### config.mk
export PLATFORM = sky130hd
export DESIGN_NAME = overwriting_ring_deque_top
export DESIGN_NICKNAME = d
export VERILOG_FILES = /design/src/ordq_pkg.sv /design/src/ordq_ram.sv /design/src/ordq_ctrl.sv /design/src/overwriting_ring_deque_top.sv
export SDC_FILE = /design/constraint.sdc
export NUM_CORES = 1
export LEC_CHECK = 0
export BUFFER_PORTS_ARGS = -buffer_cell sky130_fd_sc_hd__buf_4
export CAP_MARGIN = 25
export CORE_ASPECT_RATIO = 1.1
export CORE_MARGIN = 2
export CORE_UTILIZATION = 35
export DETAILED_ROUTE_END_ITERATION = 8
export MAX_ROUTING_LAYER = met4
export PLACE_DENSITY = 0.61
export SLEW_MARGIN = 20
export SYNTH_ARGS = -nofsm -noshare
export SYNTH_HDL_FRONTEND = slang
export SYNTH_SLANG_ARGS = --single-unit
### constraint.sdc
create_clock -name clk -period 4.6 [get_ports clk]
set_input_delay 0.23 -clock clk [delete_from_list [all_inputs] [get_ports clk]]
set_output_delay 0.23 -clock clk [all_outputs]
set_load 0.01 [all_outputs]
### src/ordq_pkg.sv
// ----------------------------------------------------------------------------
// ordq_pkg
// Shared types and constants for the overwriting ring deque: operation codes,
// request and response payloads, and the status carried down the pipeline.
// ----------------------------------------------------------------------------
package ordq_pkg;

    localparam int DEPTH_DEFAULT      = 8;
    localparam int DATA_WIDTH_DEFAULT = 32;

    localparam int FUNC_WIDTH  = 3;
    localparam int VALUE_WIDTH = 32;
    localparam int INDEX_WIDTH = 3;
    localparam int COUNT_WIDTH = 4;

    localparam logic [FUNC_WIDTH-1:0] FUNC_PUSH_REAR  = 3'd0;
    localparam logic [FUNC_WIDTH-1:0] FUNC_PUSH_FRONT = 3'd1;
    localparam logic [FUNC_WIDTH-1:0] FUNC_POP_BACK   = 3'd2;
    localparam logic [FUNC_WIDTH-1:0] FUNC_POP_FRONT  = 3'd3;
    localparam logic [FUNC_WIDTH-1:0] FUNC_READ       = 3'd4;
    localparam logic [FUNC_WIDTH-1:0] FUNC_CLEAR      = 3'd5;

    typedef struct packed {
        logic [FUNC_WIDTH-1:0]  func;
        logic [VALUE_WIDTH-1:0] data_in;
        logic [INDEX_WIDTH-1:0] read_index;
    } req_t;

    typedef struct packed {
        logic [VALUE_WIDTH-1:0] read_value;
        logic [COUNT_WIDTH-1:0] item_count;
        logic                   is_full;
        logic                   is_empty;
        logic                   index_out_of_range;
    } rsp_t;

    typedef struct packed {
        logic [COUNT_WIDTH-1:0] item_count;
        logic                   is_full;
        logic                   is_empty;
        logic                   index_out_of_range;
        logic                   read_hit;
    } status_t;

endpackage

### src/ordq_ram.sv
// ----------------------------------------------------------------------------
// ordq_ram
// Generic single-clock RAM with one write port and one read port; the read
// data is registered and holds while the read enable is low.
// ----------------------------------------------------------------------------
module ordq_ram #(
    parameter int  WIDTH = 32,
    parameter int  DEPTH = 8,
    localparam int AW    = (DEPTH > 1) ? $clog2(DEPTH) : 1
) (
    input  logic             clk,
    input  logic             we,
    input  logic [AW-1:0]    waddr,
    input  logic [WIDTH-1:0] wdata,
    input  logic             re,
    input  logic [AW-1:0]    raddr,
    output logic [WIDTH-1:0] rdata
);

    logic [WIDTH-1:0] mem_array [DEPTH];
    logic [WIDTH-1:0] rdata_reg;

    always_ff @(posedge clk)
    begin
        if (we)
        begin
            mem_array[waddr] <= wdata;
        end
        if (re)
        begin
            rdata_reg <= mem_array[raddr];
        end
    end

    assign rdata = rdata_reg;

endmodule

### src/ordq_ctrl.sv
// ----------------------------------------------------------------------------
// ordq_ctrl
// Front pointer and element count of the deque. For each processed request
// it works out the slot to write or read and the status after the operation.
// ----------------------------------------------------------------------------
module ordq_ctrl
    import ordq_pkg::*;
#(
    parameter int  DEPTH      = DEPTH_DEFAULT,
    parameter int  DATA_WIDTH = DATA_WIDTH_DEFAULT,
    localparam int PW         = (DEPTH > 1) ? $clog2(DEPTH) : 1,
    localparam int CW         = $clog2(DEPTH + 1)
) (
    input  logic                  clk,
    input  logic                  rst_n,
    input  logic                  en,
    input  req_t                  op,
    output logic                  we,
    output logic [PW-1:0]         waddr,
    output logic [DATA_WIDTH-1:0] wdata,
    output logic                  re,
    output logic [PW-1:0]         raddr,
    output status_t               status
);

    localparam int SW = PW + 1;
    localparam int IW = (CW > INDEX_WIDTH) ? CW : INDEX_WIDTH;

    logic [PW-1:0] front_reg;
    logic [PW-1:0] front_next;
    logic [CW-1:0] count_reg;
    logic [CW-1:0] count_next;
    logic          is_full_now;
    logic          hit;
    logic          we_op;
    logic          re_op;
    logic [IW-1:0] idx_w;

    // offset must stay below DEPTH, so one conditional subtract wraps it
    function automatic logic [PW-1:0] wrap_add(input logic [PW-1:0] base,
                                               input logic [SW-1:0] off);
        logic [SW-1:0] sum;
        sum = {1'b0, base} + off;
        if (sum >= SW'(DEPTH))
        begin
            sum = sum - SW'(DEPTH);
        end
        return sum[PW-1:0];
    endfunction

    assign is_full_now = (count_reg == CW'(DEPTH));
    assign idx_w       = IW'(op.read_index);
    assign hit         = (idx_w < IW'(count_reg));
    assign wdata       = DATA_WIDTH'(op.data_in);
    assign raddr       = wrap_add(front_reg, SW'(idx_w));

    always_comb
    begin
        front_next = front_reg;
        count_next = count_reg;
        we_op      = 1'b0;
        re_op      = 1'b0;
        waddr      = front_reg;
        unique case (op.func)
            FUNC_PUSH_REAR:
            begin
                we_op = 1'b1;
                if (is_full_now)
                begin
                    // overwrite the front element and advance past it
                    waddr      = front_reg;
                    front_next = wrap_add(front_reg, SW'(1));
                end
                else
                begin
                    waddr      = wrap_add(front_reg, SW'(count_reg));
                    count_next = count_reg + CW'(1);
                end
            end
            FUNC_PUSH_FRONT:
            begin
                we_op      = 1'b1;
                front_next = (front_reg == '0) ? PW'(DEPTH - 1) : front_reg - PW'(1);
                waddr      = front_next;
                if (!is_full_now)
                begin
                    count_next = count_reg + CW'(1);
                end
            end
            FUNC_POP_BACK:
            begin
                if (count_reg != '0)
                begin
                    count_next = count_reg - CW'(1);
                end
            end
            FUNC_POP_FRONT:
            begin
                if (count_reg != '0)
                begin
                    front_next = wrap_add(front_reg, SW'(1));
                    count_next = count_reg - CW'(1);
                end
            end
            FUNC_READ:
            begin
                re_op = hit;
            end
            FUNC_CLEAR:
            begin
                front_next = '0;
                count_next = '0;
            end
            default:
            begin
            end
        endcase
    end

    assign we = en && we_op;
    assign re = en && re_op;

    always_comb
    begin
        status.item_count         = COUNT_WIDTH'(count_next);
        status.is_full            = (count_next == CW'(DEPTH));
        status.is_empty           = (count_next == '0);
        status.index_out_of_range = (op.func == FUNC_READ) && !hit;
        status.read_hit           = (op.func == FUNC_READ) && hit;
    end

    always_ff @(posedge clk or negedge rst_n)
    begin
        if (!rst_n)
        begin
            front_reg <= '0;
            count_reg <= '0;
        end
        else if (en)
        begin
            front_reg <= front_next;
            count_reg <= count_next;
        end
    end

endmodule

### src/overwriting_ring_deque_top.sv
// ----------------------------------------------------------------------------
// overwriting_ring_deque_top
// Fixed-capacity ring deque with overwrite on full, reads at an offset from
// the front, and a status response for every request.
// ----------------------------------------------------------------------------
// The block accepts one request per cycle while the response side is not
// stalled, and returns exactly one response per request, in order. A request
// is held first in the input register, where the pointer and count update and
// the single slot it touches is written or read through one port of the
// element RAM; the registered RAM read and the status register form the
// response stage. A stalled response holds the pipeline, and the input
// register still takes one more request. Elements are never cleared in the
// RAM: an in-range read only reaches written slots, so no clearing pass runs
// after reset.
module overwriting_ring_deque_top
    import ordq_pkg::*;
#(
    parameter int DEPTH      = DEPTH_DEFAULT,
    parameter int DATA_WIDTH = DATA_WIDTH_DEFAULT
) (
    input  logic clk,
    input  logic rst_n,
    input  logic req_valid,
    output logic req_ready,
    input  req_t req,
    output logic rsp_valid,
    input  logic rsp_ready,
    output rsp_t rsp
);

    localparam int PW = (DEPTH > 1) ? $clog2(DEPTH) : 1;

    logic                  s1_valid_reg;
    req_t                  s1_reg;
    logic                  s2_valid_reg;
    status_t               s2_status_reg;
    logic                  adv;
    logic                  proc;
    logic                  ram_we;
    logic [PW-1:0]         ram_waddr;
    logic [DATA_WIDTH-1:0] ram_wdata;
    logic                  ram_re;
    logic [PW-1:0]         ram_raddr;
    logic [DATA_WIDTH-1:0] ram_rdata;
    status_t               status_next;

    // advance the pipeline whenever the response stage is free or drains
    assign adv       = !s2_valid_reg || rsp_ready;
    assign req_ready = !s1_valid_reg || adv;
    assign proc      = s1_valid_reg && adv;

    ordq_ctrl #(
        .DEPTH      (DEPTH),
        .DATA_WIDTH (DATA_WIDTH)
    ) u_ctrl (
        .clk    (clk),
        .rst_n  (rst_n),
        .en     (proc),
        .op     (s1_reg),
        .we     (ram_we),
        .waddr  (ram_waddr),
        .wdata  (ram_wdata),
        .re     (ram_re),
        .raddr  (ram_raddr),
        .status (status_next)
    );

    ordq_ram #(
        .WIDTH (DATA_WIDTH),
        .DEPTH (DEPTH)
    ) u_ram (
        .clk   (clk),
        .we    (ram_we),
        .waddr (ram_waddr),
        .wdata (ram_wdata),
        .re    (ram_re),
        .raddr (ram_raddr),
        .rdata (ram_rdata)
    );

    always_ff @(posedge clk or negedge rst_n)
    begin
        if (!rst_n)
        begin
            s1_valid_reg <= 1'b0;
            s2_valid_reg <= 1'b0;
        end
        else
        begin
            if (req_ready)
            begin
                s1_valid_reg <= req_valid;
            end
            if (adv)
            begin
                s2_valid_reg <= s1_valid_reg;
            end
        end
    end

    always_ff @(posedge clk)
    begin
        if (req_ready && req_valid)
        begin
            s1_reg <= req;
        end
        if (proc)
        begin
            s2_status_reg <= status_next;
        end
    end

    assign rsp_valid = s2_valid_reg;

    always_comb
    begin
        rsp.read_value         = s2_status_reg.read_hit ? VALUE_WIDTH'(ram_rdata) : '0;
        rsp.item_count         = s2_status_reg.item_count;
        rsp.is_full            = s2_status_reg.is_full;
        rsp.is_empty           = s2_status_reg.is_empty;
        rsp.index_out_of_range = s2_status_reg.index_out_of_range;
    end

    a_oor_reads_zero: assert property (@(posedge clk) disable iff (!rst_n)
        rsp_valid && rsp.index_out_of_range |-> rsp.read_value == '0)
        else $error("out-of-range read returned a nonzero value");

    a_full_not_empty: assert property (@(posedge clk) disable iff (!rst_n)
        rsp_valid |-> !(rsp.is_full && rsp.is_empty))
        else $error("response flags full and empty together");

    a_stall_holds_rdata: assert property (@(posedge clk) disable iff (!rst_n)
        rsp_valid && !rsp_ready && s2_status_reg.read_hit |=> $stable(ram_rdata))
        else $error("read data changed while the response was stalled");

    a_no_ram_access_on_stall: assert property (@(posedge clk) disable iff (!rst_n)
        !adv |-> !ram_we && !ram_re)
        else $error("RAM accessed while the pipeline was held");

endmodule

==> results.ini <==
[status]
status=completed

[drt]
wl_mm=29.0
drtIter0Drc=773
detail-route-antenna-nets=0
drc=0
vias=7976
drt-wirelength-per-cell_um=17.8
dr.pass1.iters=6
via_per_inst=4.90

[sta]
clock_skew_ns=0.0139
drv_slew=0
fin_crit_sh_pct=76.9
hold_viol=0
timing.final.ws_setup_ns=1.06
hold_slack_ns=0.0787
tightest_slew_ns=0.899
fmax_mhz=283
fin_crit_ns=3.54
finalSetupViolCount=0
rsz0062_at_grt=no
slew_headroom_pct=40.1
tns_ns=0

[logic_synthesis]
syn-num-nets=1037
yosysUniqueCellTypes=55
synthArstFlopShare_pct=2.62
yosysMostFrequentCell=edfxtp_1
ys.flop_type=edfxtp_1
synth_top_area_share_pct=73.9
synth_common_cells=334 x edfxtp_1, 265 x nand2_1, 131 x nand3_1
ys_top_cells_by_area=edfxtp_1 74%, nand2_1 7.3%, nand3_1 4.8%, and4_1 2.1%, dfrtp_1 1.7%
yosys_warnings=0
synth_edf_count=334
syn_avg_cell_area_sq_um=13.8
netlist_area_sq_mm=0.0136
synth_top_area_cell=edfxtp_1
syn_inst=984
synth_seq_cells=343
ys_seq_area_share_pct=75.6

[grt]
grt_pass1_wl_mm=45.0
grt_pass1_vias=8051
antenna_found_initial=0
grt_max_degree=67
gr-total-overflow=0
grt_usage_pct=14.9

[floorplan]
rows=75
io_pins=83
die_x_um=192
die_y_um=210
core_area_sq_mm=0.0382
start_util_pct=35.5
die_area_sq_mm=0.0404

[cts]
post_cts_buffers=0
clock_sinks=343
root_buffer=clkbuf_16
cts_tree=done
clockBufferDepth=3
cts_resized=0
cts_buffers=36
h-tree-depth=2
cts.clk_slew.worst_paths_ns=0.06
clock_latency_ns=0.51

[cells_and_area]
area.growth.synth_to_final_pct=19.2
largest_register_ffs=256
fin_util_pct=42.3
drive_gt1_share_pct=14.6
n_antenna_cell=0
nNetsFinal=1157

[pwr]
p_per_area_mw_per_mm2=586
vdd_drop_max_v=0.000719
p_leak_nw=5.58

[min_path]
holdCritPathClass=in -> async

[worst_setup_path]
r2r_start=u_ctrl.count_reg[0]
cp.arrival_ns=3.75
worst_setup_path_end_kind=flip-flop
worstReg2RegEnd=u_ram.mem_array[5][10]
critPathKind=reg -> reg
cp_num_buf_inv=2
worstPathCellList=ha_1 -> inv_1 -> fa_1 -> nor3_1 -> mux2i_1 -> o221ai_1 -> or4_1 -> nor2_4 -> buf_4
critPathTopFamily=simple AND/OR/NAND/NOR gates
worstRegToRegCells=9
reg2reg_slack_ns=1.06
crit_path_max_fanout=24
cp.required_ns=4.81
start_kind=flip-flop
cp_slowest_stage_delay_ns=0.67
cpMaxStageDelayCell=nor2_4

[run]
max-cap-violations=0

[placed_design]
port_buffers=82
place_congestion=0.819
dpl_worst_slack_ns=1.03
place_hpwl_mm=16.4

-- layout by cell type, fill, tap and decap left out, drive strengths merged, types with 2 or more instances in the layout --
cell,Yosys,layout
nand3,131,131
inv,9,9
dlygate4sd3,0,41
a221oi,2,2
nand3b,2,2
fa,2,2
clkinv,0,14
a211oi,2,2
nand4b,2,2
dfrtp,9,9
nand4,2,2
mux2,3,3
nand2,265,265
and2,34,34
a211o,2,2
a21oi,6,6
edfxtp,334,334
a31oi,2,2
and4,32,32
xnor2,2,2
nor3b,2,2
nand2b,10,10
clkbuf,15,46
buf,45,101
ha,9,9
mux2i,3,3
o221ai,2,2
o21ai,12,12
nor2b,4,4
nor3,4,4
nor2,20,20
-- stage by stage --
stage / std cells / instance area [sq um] / power, mW
6_report: 1627 / 16200 / 9.48
5_1_grt: 1627 / 16200 / 10.1
4_1_cts: 1627 / 16200 / 9.60
3_5_place_dp: 1525 / 14700 / 6.99
3_3_place_gp: 1525 / 14700 / 6.93
2_1_floorplan: 984 / 13600 / 6.10
-- cell families after synthesis --
family / count (synthesis) / synth area share [%]
AO/OA/AOI/OAI: 36 / 1.80
AND/OR/NAND/NOR: 516 / 18.2
adder cells (fa/ha/maj): 11 / 1.13
multiplexers: 6 / 0.470
XOR/XNOR: 3 / 0.249
flip-flops: 343 / 75.6
buffers and inverters: 69 / 2.59
-- power breakdown --
part	internal (mW)	total, mW	switching [mW]	leakage (nW)
registers	3.74	3.89	0.147	3.15
clock network	1.46	2.57	1.11	0.496
logic	1.02	3.02	2.00	1.94
total	6.22	9.48	3.26	5.58
-- area by class of cell --
type | count | area, sq um
clock buffer | 46 | 960
clock inverter | 15 | 63.8
fill | 3483 | 22000
inverter | 9 | 33.8
multi-input combinational | 572 | 3060
sequential | 343 | 10300
tap | 500 | 626
timing repair buffer | 142 | 1170
-- worst max path at each step --
stage                             end                 from  depth (start not counted)  slack (ns)
2_1_floorplan          u_ram.rdata[0]  u_ctrl.count_reg[1]                          6        0.74
3_3_place_gp   u_ram.mem_array[5][12]  u_ctrl.count_reg[0]                          9        1.12
3_5_place_dp   u_ram.mem_array[5][10]  u_ctrl.count_reg[0]                          9        1.03
4_1_cts        u_ram.mem_array[5][10]  u_ctrl.count_reg[0]                          9        1.02
5_1_grt        u_ram.mem_array[5][10]  u_ctrl.count_reg[0]                          9        0.82
6_report       u_ram.mem_array[5][10]  u_ctrl.count_reg[0]                          9        1.06
-- routing by layer --
metal,wire length (um),track usage [%],vias to the layer above
met1,12700,19.3,3942
li1,-,-,3798
met3,1500,2.55,43
met4,675,4.59,0
met5,0,-,-
met2,14100,24.2,193
-- timing repair --
item	in CTS	in global routing
setup endpoints to repair	0	0
hold buffers	41	0
endpoints found under the hold margin	49	0
-- worst reg2reg max path, cell delays in order, from the launching register on --
cell and delay [ns]:
dfrtp_1 0.50, ha_1 0.20, inv_1 0.05, fa_1 0.48, nor3_1 0.05, mux2i_1 0.17, o221ai_1 0.20, or4_1 0.62
nor2_4 0.67, buf_4 0.32
(Power assumes the default switching activity.)
